File: src/design/rbst_pkg.sv
`timescale 1ns / 1ps
`default_nettype none
// ----------------------------------------------------------------------------
// rbst_pkg
// Shared widths, constants and types of the ray versus box slab test.
// ----------------------------------------------------------------------------
package rbst_pkg;

    localparam int Q_W     = 32;
    localparam int DIFF_W  = Q_W + 1;
    localparam int FRAC_W  = 16;
    localparam int NUM_W   = DIFF_W + FRAC_W;
    localparam int QBIT_N  = Q_W - 1;
    localparam int DIV_LAT = QBIT_N + 2;
    localparam int AXIS_N  = 3;
    localparam int ADDR_W  = 5;

    localparam logic signed [Q_W-1:0] Q_MAX = {1'b0, {(Q_W-1){1'b1}}};
    localparam logic signed [Q_W-1:0] Q_MIN = {1'b1, {(Q_W-1){1'b0}}};

    typedef enum logic [2:0] {
        REG_LOW_X  = 3'd0,
        REG_LOW_Y  = 3'd1,
        REG_LOW_Z  = 3'd2,
        REG_HIGH_X = 3'd3,
        REG_HIGH_Y = 3'd4,
        REG_HIGH_Z = 3'd5
    } reg_idx_t;

    typedef struct packed {
        logic zero;
        logic in_slab;
    } axis_flag_t;

endpackage
`default_nettype wire

File: src/design/rbst_merge.sv
`timescale 1ns / 1ps
`default_nettype none
// ----------------------------------------------------------------------------
// rbst_merge
// Orders each axis pair and narrows the interval over x, y and z in three
// register stages; the last stage is the output word register.
// ----------------------------------------------------------------------------
module rbst_merge (
    input  wire logic                              clk,
    input  wire logic                              rst_n,
    input  wire logic                              en,
    input  wire logic                              in_valid,
    input  wire rbst_pkg::axis_flag_t              flag [0:rbst_pkg::AXIS_N-1],
    input  wire logic signed [rbst_pkg::Q_W-1:0]   t_a  [0:rbst_pkg::AXIS_N-1],
    input  wire logic signed [rbst_pkg::Q_W-1:0]   t_b  [0:rbst_pkg::AXIS_N-1],
    output logic                                   out_valid,
    output logic                                   hit,
    output logic signed [rbst_pkg::Q_W-1:0]        t_enter,
    output logic signed [rbst_pkg::Q_W-1:0]        t_exit
);
    import rbst_pkg::*;

    logic                  v1_reg, v2_reg, v3_reg;
    logic signed [Q_W-1:0] lo1_reg [0:AXIS_N-1];
    logic signed [Q_W-1:0] hi1_reg [0:AXIS_N-1];
    logic                  miss1_reg;
    logic signed [Q_W-1:0] lo_z2_reg, hi_z2_reg, ent2_reg, lev2_reg;
    logic                  miss2_reg;
    logic                  hit3_reg;
    logic signed [Q_W-1:0] ent3_reg, lev3_reg;

    logic signed [Q_W-1:0] lo1_next [0:AXIS_N-1];
    logic signed [Q_W-1:0] hi1_next [0:AXIS_N-1];
    logic                  miss1_next;
    logic signed [Q_W-1:0] ent2_next, lev2_next;
    logic                  miss2_next;
    logic                  hit3_next;
    logic signed [Q_W-1:0] ent3_next, lev3_next;

    always_comb
    begin
        miss1_next = 1'b0;
        for (int a = 0; a < AXIS_N; a++)
        begin
            if (flag[a].zero)
            begin
                lo1_next[a] = Q_MIN;
                hi1_next[a] = Q_MAX;
                if (!flag[a].in_slab)
                    miss1_next = 1'b1;
            end
            else if (t_a[a] > t_b[a])
            begin
                lo1_next[a] = t_b[a];
                hi1_next[a] = t_a[a];
            end
            else
            begin
                lo1_next[a] = t_a[a];
                hi1_next[a] = t_b[a];
            end
        end
    end

    always_comb
    begin
        miss2_next = miss1_reg || (lo1_reg[0] > hi1_reg[1]) || (lo1_reg[1] > hi1_reg[0]);
        ent2_next  = (lo1_reg[1] > lo1_reg[0]) ? lo1_reg[1] : lo1_reg[0];
        lev2_next  = (hi1_reg[1] < hi1_reg[0]) ? hi1_reg[1] : hi1_reg[0];
    end

    always_comb
    begin
        ent3_next = (lo_z2_reg > ent2_reg) ? lo_z2_reg : ent2_reg;
        lev3_next = (hi_z2_reg < lev2_reg) ? hi_z2_reg : lev2_reg;
        hit3_next = !miss2_reg && !(ent2_reg > hi_z2_reg) && !(lo_z2_reg > lev2_reg) &&
                    !lev3_next[Q_W-1];
        if (!hit3_next)
        begin
            ent3_next = '0;
            lev3_next = '0;
        end
    end

    always_ff @(posedge clk or negedge rst_n)
    begin
        if (!rst_n)
        begin
            v1_reg <= 1'b0;
            v2_reg <= 1'b0;
            v3_reg <= 1'b0;
        end
        else if (en)
        begin
            v1_reg <= in_valid;
            v2_reg <= v1_reg;
            v3_reg <= v2_reg;
        end
    end

    always_ff @(posedge clk)
    begin
        if (en)
        begin
            lo1_reg   <= lo1_next;
            hi1_reg   <= hi1_next;
            miss1_reg <= miss1_next;
            lo_z2_reg <= lo1_reg[2];
            hi_z2_reg <= hi1_reg[2];
            ent2_reg  <= ent2_next;
            lev2_reg  <= lev2_next;
            miss2_reg <= miss2_next;
            hit3_reg  <= hit3_next;
            ent3_reg  <= ent3_next;
            lev3_reg  <= lev3_next;
        end
    end

    assign out_valid = v3_reg;
    assign hit       = hit3_reg;
    assign t_enter   = ent3_reg;
    assign t_exit    = lev3_reg;

endmodule
`default_nettype wire

File: config.mk
export PLATFORM = sky130hd
export DESIGN_NAME = rbst_merge
export DESIGN_NICKNAME = d
export VERILOG_FILES = /design/src/design/rbst_pkg.sv /design/src/design/rbst_merge.sv
export SDC_FILE = /design/constraint.sdc
export NUM_CORES = 1
export LEC_CHECK = 0
export ABC_AREA = 1
export BUFFER_PORTS_ARGS = -buffer_cell sky130_fd_sc_hd__buf_2
export CORE_MARGIN = 3
export CORE_UTILIZATION = 41
export CTS_CLUSTER_SIZE = 25
export DETAILED_ROUTE_END_ITERATION = 8
export REMOVE_ABC_BUFFERS = 1
export SKIP_LAST_GASP = 1
export SLEW_MARGIN = 30
export SYNTH_ARGS = -nofsm -noshare
export SYNTH_HDL_FRONTEND = slang
export SYNTH_SLANG_ARGS = --single-unit
File: constraint.sdc
create_clock -name clk -period 2.4 [get_ports clk]
set_input_delay 0.12 -clock clk [delete_from_list [all_inputs] [get_ports clk]]
set_output_delay 0.12 -clock clk [all_outputs]
set_load 0.1 [all_outputs]
==> results of run 1 <==
stage by stage:
| stage | area [um2] | cells | worst slack (ns) | power [mW] |
|---|---|---|---|---|
| 2_1_floorplan | 26000 | 3053 | -0.966 | 14.1 |
| 3_3_place_gp | 30400 | 4393 | -0.209 | 17.4 |
| 3_5_place_dp | 30400 | 4393 | -0.323 | 17.5 |
| 4_1_cts | 34700 | 4698 | -0.221 | 25.3 |
| 5_1_grt | 37300 | 4771 | -0.232 | 28.8 |
| 6_report | 37300 | 4772 | -0.165 | 27.2 |
cells in the final DEF, fill, tap and decap left out, types with 8 or more instances in the layout:
master                            n
sky130_fd_sc_hd__nand2_2         87
sky130_fd_sc_hd__o21a_1          13
sky130_fd_sc_hd__buf_12          27
sky130_fd_sc_hd__clkbuf_16       61
sky130_fd_sc_hd__buf_16          11
sky130_fd_sc_hd__nand2_1        732
sky130_fd_sc_hd__buf_4          253
sky130_fd_sc_hd__dlygate4sd3_1  191
sky130_fd_sc_hd__inv_2           45
sky130_fd_sc_hd__a21o_1           8
sky130_fd_sc_hd__ha_1           303
sky130_fd_sc_hd__inv_1          441
sky130_fd_sc_hd__buf_6           26
sky130_fd_sc_hd__a21oi_1        149
sky130_fd_sc_hd__a21oi_2         25
sky130_fd_sc_hd__nand3_4         13
sky130_fd_sc_hd__nand3_1        119
sky130_fd_sc_hd__o21ai_1         11
sky130_fd_sc_hd__nor2_2          59
sky130_fd_sc_hd__nand4_1        196
sky130_fd_sc_hd__o21ai_0         40
sky130_fd_sc_hd__ha_4            47
sky130_fd_sc_hd__nand2_4         46
sky130_fd_sc_hd__buf_2          259
sky130_fd_sc_hd__nand3_2         13
sky130_fd_sc_hd__nor2_4          24
sky130_fd_sc_hd__nor2_1         242
sky130_fd_sc_hd__edfxtp_1       387
tightest hold or removal path, stage by stage:
cell and delay (ns):
sky130_fd_sc_hd__dlymetal6s4s_1 0.23, sky130_fd_sc_hd__nand2_1 0.07, sky130_fd_sc_hd__nand3_1 0.07
area by class of cell:
class                           instances  area share [%]
Antenna cell                            1         0.00672
Inverter                              487            4.94
Timing Repair Buffer                  790            18.1
Clock buffer                           51            3.08
Multi-Input combinational cell       2176            38.7
Clock inverter                         29           0.860
Tap cell                              846            2.84
Timing Repair inverter                  2          0.0470
Sequential cell                       390            31.4
layer usage:
metal	share of wire (%)	GRT usage [%]
met5	0.0082	0
met4	4.4	8.41
met1	43	32.4
met2	47	38.0
met3	5.4	2.85
timing repair:
action                     in CTS  in global routing
gates resized for setup        84                449
pin swaps                      45                120
gates cloned                   12                 19
hold buffers                  195                  0
setup buffers                  18                 62
hold endpoints to repair      228                  0
setup endpoints to repair     104                312
how the worst max path moves through the flow:
stage                        from     endpoint  slack (ns)
detailed placement   ent2_reg[31]  t_enter[12]       -0.32
floorplan                 t_b[63]  hi1_reg[63]       -0.97
global route        lo_z2_reg[31]          hit       -0.23
finish               lev2_reg[27]  t_enter[16]       -0.17
CTS                  ent2_reg[31]  t_enter[16]       -0.22
global placement     ent2_reg[31]  t_enter[15]       -0.21
logic make-up (layout without fill, tap and decap cells):
logic type | Yosys count | count (layout)
fa+ha+maj | 350 | 350
flops | 390 | 390
buf+inv | 606 | 1359
simple gates | 1557 | 1557
compound gates | 267 | 267
mux | 1 | 1
other cells | 1 | 2
power breakdown:
group / switching [mW] / internal [mW] / total, mW
logic: 6.46 / 4.50 / 11.0
clock network: 2.81 / 4.09 / 6.90
registers: 0.777 / 8.58 / 9.36
total: 10.0 / 17.2 / 27.2
==> run summary, run 1 <==
• outcome: finished with violations
• violations in the final reports: setup timing
• post-synthesis average cell area: 8.38 um2
• core footprint: 63700 um2
• Overflow after GRT: 0
• RSZ-0062 raised after global routing: yes
• number of cell instances on the worst register-to-register path: 18
• distinct cell type count after synthesis: 38
• num ports: 268
• ordered cell list for the critical path: inv_2 > buf_4 > ha_4 > nand2_1 > inv_1 > nand4_1 > inv_2 > nand3_2 > inv_2 > nand2_2 > nand2_1 > nand2_1 > a21oi_2 > nor2_2 > nand2_4 > buf_6 > clkbuf_16 > nor2_4
• GRT Overall Usage: 23.5%
• max-slew headroom at the worst pin: 58.8%
• antenna violations before repair: 1
• final critical delay including setup and external delays: 2.57 ns
• Initial Utilization: 41.8%
• buffers plus inverters on the worst setup path: 7
• Commonest cells post-synth: sky130_fd_sc_hd__nand2_1, sky130_fd_sc_hd__inv_1, sky130_fd_sc_hd__edfxtp_1
• capture instance of the worst register-to-register path: t_enter[16]
• share of synthesized flip-flops with an asynchronous set or reset: 0.769%
• post-synthesis to final-layout area growth: 40.2%
• area leader, netlist: sky130_fd_sc_hd__edfxtp_1
• floorplan row count: 92
• first-iteration detailed-routing DRC count: 2028
• final routed DRC violation total: 0
• final weighted congestion in routability-driven placement: 0.917
• setup slack of the worst register-to-register path: -0.17 ns
• fraction of synthesized area in multiplexers: 0.0424%
• Primary FF master, synth: sky130_fd_sc_hd__edfxtp_1
• final-report max-slew violation count: 0
• number of enable-type register cells in the synthesized netlist: 387
• most frequent cell after synthesis: sky130_fd_sc_hd__nand2_1
• HP Class: input pin to register
• fraction of post-synthesis cell area in the top cell type by area: 43.7%
• Total Negative Setup Slacks: -8.30 ns
• power per unit of standard cell area: 730 nW/um2
• gate family responsible for the most delay along the worst path: buffers and inverters
• total number of vias: 24400
• xor and xnor fraction of the mapped netlist area: 0%
• vias per cell: 5.11
• Cells after Synth: 3172
• Synth Register Bits: 390
• endpoint of the worst hold-timing path: hi1_reg[91]
• basic-gate share of the synthesized area counting and, or, nand and nor cells: 25.0%
• cell at the root of the clock tree: sky130_fd_sc_hd__clkbuf_16
• post-synthesis instance area: 26600 um2
• max-capacitance violation count: 0
• Max Freq: 390 MHz
• clock edge transition at the registers on the reported setup and hold paths: 0.06 ns
• ratio of cells with drive above 1 in the final layout: 26.8%
• post-synthesis share of cell area spent on full adders, half adders and majority gates: 16.5%
• Core Util, Final: 58.5%
• Clk Latency, worst-skew pair: 0.59 ns
• final worst path period share: 107%
• critical path capture point type: register
• CTS tree: done
• worst hold start: t_b[91]
• Max clock buf depth: 3
• # setup viols final: 95
• deepest level of the CTS H-tree: 2
• routed wire length per instance: 18.0 um
• maximum ir drop on the vdd rail: 0.000504 V
• total wire length after detailed routing: 85.8 mm
• signal arrival time at the worst endpoint: 2.89 ns
• cells taking the most area after synthesis: sky130_fd_sc_hd__edfxtp_1, sky130_fd_sc_hd__ha_1, sky130_fd_sc_hd__nand2_1
• Final Hold Violating Endpoints: 0
• Die Area: 67900 um2
• required time at the worst-slack endpoint: 2.73 ns
• kind of critical path: register to register
• DIE WIDTH: 261 um
• highest fanout seen on the critical path: 5
• hold depth: 3
• Critical Path Max Stage Delay: 0.45 ns
• complex-gate fraction of the synthesized area: 5.38%
• stages on the worst setup path: 18
• clock tree sinks: 390
• worst reg2reg path startpoint: lev2_reg[27]
• worst-case setup margin in the final layout: -0.165 ns
• NumNets Final: 4443
• Worst Hold Slack: 0.0214 ns
• total clock buffers created by CTS: 44
• Leak Pwr: 18.2 nW
• dpl hpwl: 60.4 mm
• type of origin of the critical path: register
• transition at the pin with the smallest max-transition slack: 0.616 ns
• Die Y-Extent: 261 um
• Layout fillers: 5386
• main combinational cell family by area after synthesis: simple AND/OR/NAND/NOR gates
• number of search-and-repair iterations in the first detailed-routing pass: 5
• quantity of I/O buffers inserted on ports: 267
• Synth Warn #: 0
• largest net degree at the start of global routing: 70
• Detail Route Antenna Nets: 0
• vias in the first global route: 22600
• footprint of the multi-input gates: 14400 um2
• library cell contributing the largest single delay on the critical path: sky130_fd_sc_hd__edfxtp_1
• sequential share of the synthesized area: 44.0%
• first-pass GRT wire length: 124 mm
• Seq. cell area: 11700 um2
• final setup skew: 0.0284 ns
Note: power is estimated with default switching activity, not from simulation.
==> run 2, diff against run 1 <==
ABC_AREA = 0   (was 1)
==> run summary, run 2 <==
• cells taking the most area after synthesis: sky130_fd_sc_hd__edfxtp_1, sky130_fd_sc_hd__ha_1, sky130_fd_sc_hd__mux2i_1
• violations in the final reports: hold timing, setup timing
• Worst Hold Slack: -0.0151 ns, -0.0365 ns
• distinct cell type count after synthesis: 64, +68%
• Max clock buf depth: 3, unchanged
• signal arrival time at the worst endpoint: 3.51 ns, +0.62 ns
• floorplan row count: 90, -2.2%
• post-synthesis average cell area: 10.8 um2, +28%
• Max Freq: 314 MHz, -19%
• quantity of I/O buffers inserted on ports: 267, unchanged
• count of non-filler cells in the finished layout: 4308, -9.7%
• Synth Warn #: 0, unchanged
• vias per cell: 5.32, +4.1%
• # setup viols final: 133, +40%
• HP Class: input pin to register
• Overflow after GRT: 0, unchanged
• commonest non-fill, non-tap cell in the layout: sky130_fd_sc_hd__buf_4
• post-synthesis to final-layout area growth: 53.4%
• final critical delay including setup and external delays: 3.18 ns, +0.618 ns
• Seq. cell area: 11700 um2, unchanged
• RSZ-0062 raised after global routing: yes
• number of enable-type register cells in the synthesized netlist: 387, unchanged
• M3 GR Usage: 2.77%, -0.079 points
• total wire length after detailed routing: 86.6 mm, +0.97%
• NumNets Final: 4047, -8.9%
• total clock buffers created by CTS: 44, unchanged
• max-slew headroom at the worst pin: 46.7%, -12 points
• max-capacitance violation count: 0, unchanged
• total number of vias: 22900, -6.0%
• met2 Use GR: 43.3%, +5.2 points
• layer with the highest usage after global routing: met2
• most frequent cell after synthesis: sky130_fd_sc_hd__edfxtp_1
• clock edge transition at the registers on the reported setup and hold paths: 0.06 ns, about the same
• vias in the first global route: 23000, +2.1%
• routed wire length per instance: 20.1 um, +12%
• Commonest cells post-synth: sky130_fd_sc_hd__edfxtp_1, sky130_fd_sc_hd__ha_1, sky130_fd_sc_hd__inv_1
• ratio of cells with drive above 1 in the final layout: 38.5%, +12 points
• Clk Latency, worst-skew pair: 0.58 ns, about the same
• final routed DRC violation total: 0, unchanged
• required time at the worst-slack endpoint: 2.73 ns, about the same
• first-pass GRT wire length: 126 mm, +2.0%
• number of search-and-repair iterations in the first detailed-routing pass: 6, +1
• worst-case setup margin in the final layout: -0.783 ns, -0.618 ns
• first-iteration detailed-routing DRC count: 1498, -26%
• Detail Route Antenna Nets: 0, unchanged
• sequential share of the synthesized area: 46.5%, +2.5 points
• fraction of post-synthesis cell area in the top cell type by area: 46.2%, +2.5 points
• deepest level of the CTS H-tree: 2, unchanged
• final setup skew: 0.0144 ns, -0.0139 ns
• antenna violations before repair: 0, -1
• Layout fillers: 4553, -15%
• Cells after Synth: 2340, -26%
• final worst path period share: 133%, +26 points
• dpl hpwl: 60.2 mm, -0.44%
• post-synthesis instance area: 25200 um2, -5.3%
• power per unit of standard cell area: 664 nW/um2, -9.2%
• CTS tree: done
• num ports: 268, unchanged
• share of synthesized flip-flops with an asynchronous set or reset: 0.769%, unchanged
• met1 demand-to-capacity share in global routing: 33.6%, +1.3 points
• Initial Utilization: 41.5%, -0.23 points
• kind of critical path: register to register
• GRT Overall Usage: 25.3%, +1.8 points
• Die Y-Extent: 254 um, -2.6%
• largest net degree at the start of global routing: 75, +7.1%
• highest fanout seen on the critical path: 8, +3
• Primary FF master, synth: sky130_fd_sc_hd__edfxtp_1
• final-report max-slew violation count: 0, unchanged
• Leak Pwr: 17.8 nW, -1.8%
• type of origin of the critical path: register
• critical path capture point type: register
• Synth Register Bits: 390, unchanged
• count of placed standard cells including taps: 3937, -10%
• count of antenna diodes in the layout: 0, -1
• cell at the root of the clock tree: sky130_fd_sc_hd__clkbuf_16
• Final Hold Violating Endpoints: 1, +1
• DIE WIDTH: 254 um, -2.6%
• Die Area: 64400 um2, -5.2%
• area leader, netlist: sky130_fd_sc_hd__edfxtp_1
• footprint of the multi-input gates: 13500 um2, -6.4%
• final total power: 25.6 mW, -5.9%
• maximum ir drop on the vdd rail: 0.000472 V, -6.5%
• leading cell types in the layout, fill and taps excluded: sky130_fd_sc_hd__buf_4, sky130_fd_sc_hd__edfxtp_1, sky130_fd_sc_hd__ha_1
• core footprint: 60600 um2, -4.8%
• transition at the pin with the smallest max-transition slack: 0.800 ns, +0.183 ns
• final weighted congestion in routability-driven placement: 0.944, +2.9%
• outcome: finished with violations
• clock tree sinks: 390, unchanged
==> run 2: cell types whose count changed in the layout (fill, tap and decap cells not counted), sizes merged, moves of 74 or more <==
cell / previous run / this run
nand2: 867 / 63
nand4: 196 / 72
buf: 579 / 1000
nor3: 11 / 91
inv: 491 / 301
nor2: 325 / 251
nand3: 145 / 13
mux2i: 0 / 148
==> run 2: path summary, 6_finish.rpt <==
path | endpoint | start | slack, ns | depth (start not counted)
max | ent2_reg[13] | lo1_reg[79] | -0.78 | 11
max reg2reg | ent2_reg[13] | lo1_reg[79] | -0.78 | 11
max in group asynchronous | out_valid | rst_n | 1.84 | 3
min reg2reg | lo_z2_reg[11] | lo1_reg[11] | 0.41 | 0
min in group asynchronous | v1_reg | rst_n | 0.41 | 3
min | hi1_reg[37] | t_b[37] | -0.02 | 3
==> run 2: layout make-up <==
type | count | share of cell area [%]
Clock inverter | 20 | 0.687
Tap cell | 782 | 2.53
Timing Repair Buffer | 1198 | 25.5
Inverter | 300 | 2.92
Clock buffer | 57 | 3.09
Multi-Input combinational cell | 1561 | 35.0
Sequential cell | 390 | 30.3
==> run 2: kinds of logic (layout without fill, tap and decap cells) <==
group	count (synthesis)	in the layout	share of synthesized area, %
fa+ha+maj	350	350	17.4
flops	390	390	46.5
other cells	1	1	0.0149
mux	186	188	7.60
buf+inv	391	1575	6.27
compound gates	477	477	12.1
simple gates	545	545	10.1
==> run 2: where the power goes <==
group          leakage [nW]  total, mW  internal [mW]  switching [mW]
clock                 0.706       6.93           4.14            2.79
combinational          13.3       9.74           4.75            4.99
sequential             3.84       8.94           8.41           0.530
total                  17.8       25.6           17.3            8.31
==> run 2: worst max-delay path, stage by stage, from the launching register on <==
cell	delay, ns
sky130_fd_sc_hd__edfxtp_1	0.41
sky130_fd_sc_hd__inv_1	0.08
sky130_fd_sc_hd__ha_1	0.31
sky130_fd_sc_hd__nand4_1	0.20
sky130_fd_sc_hd__nor4_1	0.34
sky130_fd_sc_hd__and2_1	0.20
sky130_fd_sc_hd__buf_4	0.12
sky130_fd_sc_hd__a311oi_1	0.09
sky130_fd_sc_hd__and4_1	0.17
sky130_fd_sc_hd__a311o_2	0.47
sky130_fd_sc_hd__clkbuf_16	0.22
sky130_fd_sc_hd__mux2_2	0.30
==> run 2: metal layers <==
metal | vias to the layer above | share of wire (%)
met4 | 0 | 3.3
li1 | 11000 | -
met2 | 718 | 49
met3 | 176 | 4.8
met5 | - | 0
met1 | 11100 | 43
==> run 2: repair_timing <==
action | in CTS | in global routing
hold endpoints to repair | 162 | 2
endpoints found under the setup margin | 258 | 321
pin swaps | 63 | 95
buffers inserted | 44 | 44
resized for setup | 162 | 224
cloned | 15 | 15
hold buffers | 186 | 2
==> run 2: through the flow <==
stage / setup slack [ns] / hold slack, ns / util (%) / area (um2) / TNS (ns)
detailed placement: -1.05 / -0.0808 / 53.1 / 32200 / -213.30
finish: -0.783 / -0.0151 / 63.7 / 38600 / -73.99
global placement: -1.08 / -0.0838 / 53.1 / 32200 / -205.10
global route: -0.835 / 0.00223 / 63.7 / 38600 / -89.68
CTS: -0.623 / 0.00128 / 61.0 / 37000 / -93.48
floorplan: -4.54 / -0.176 / - / 24700 / -587.81
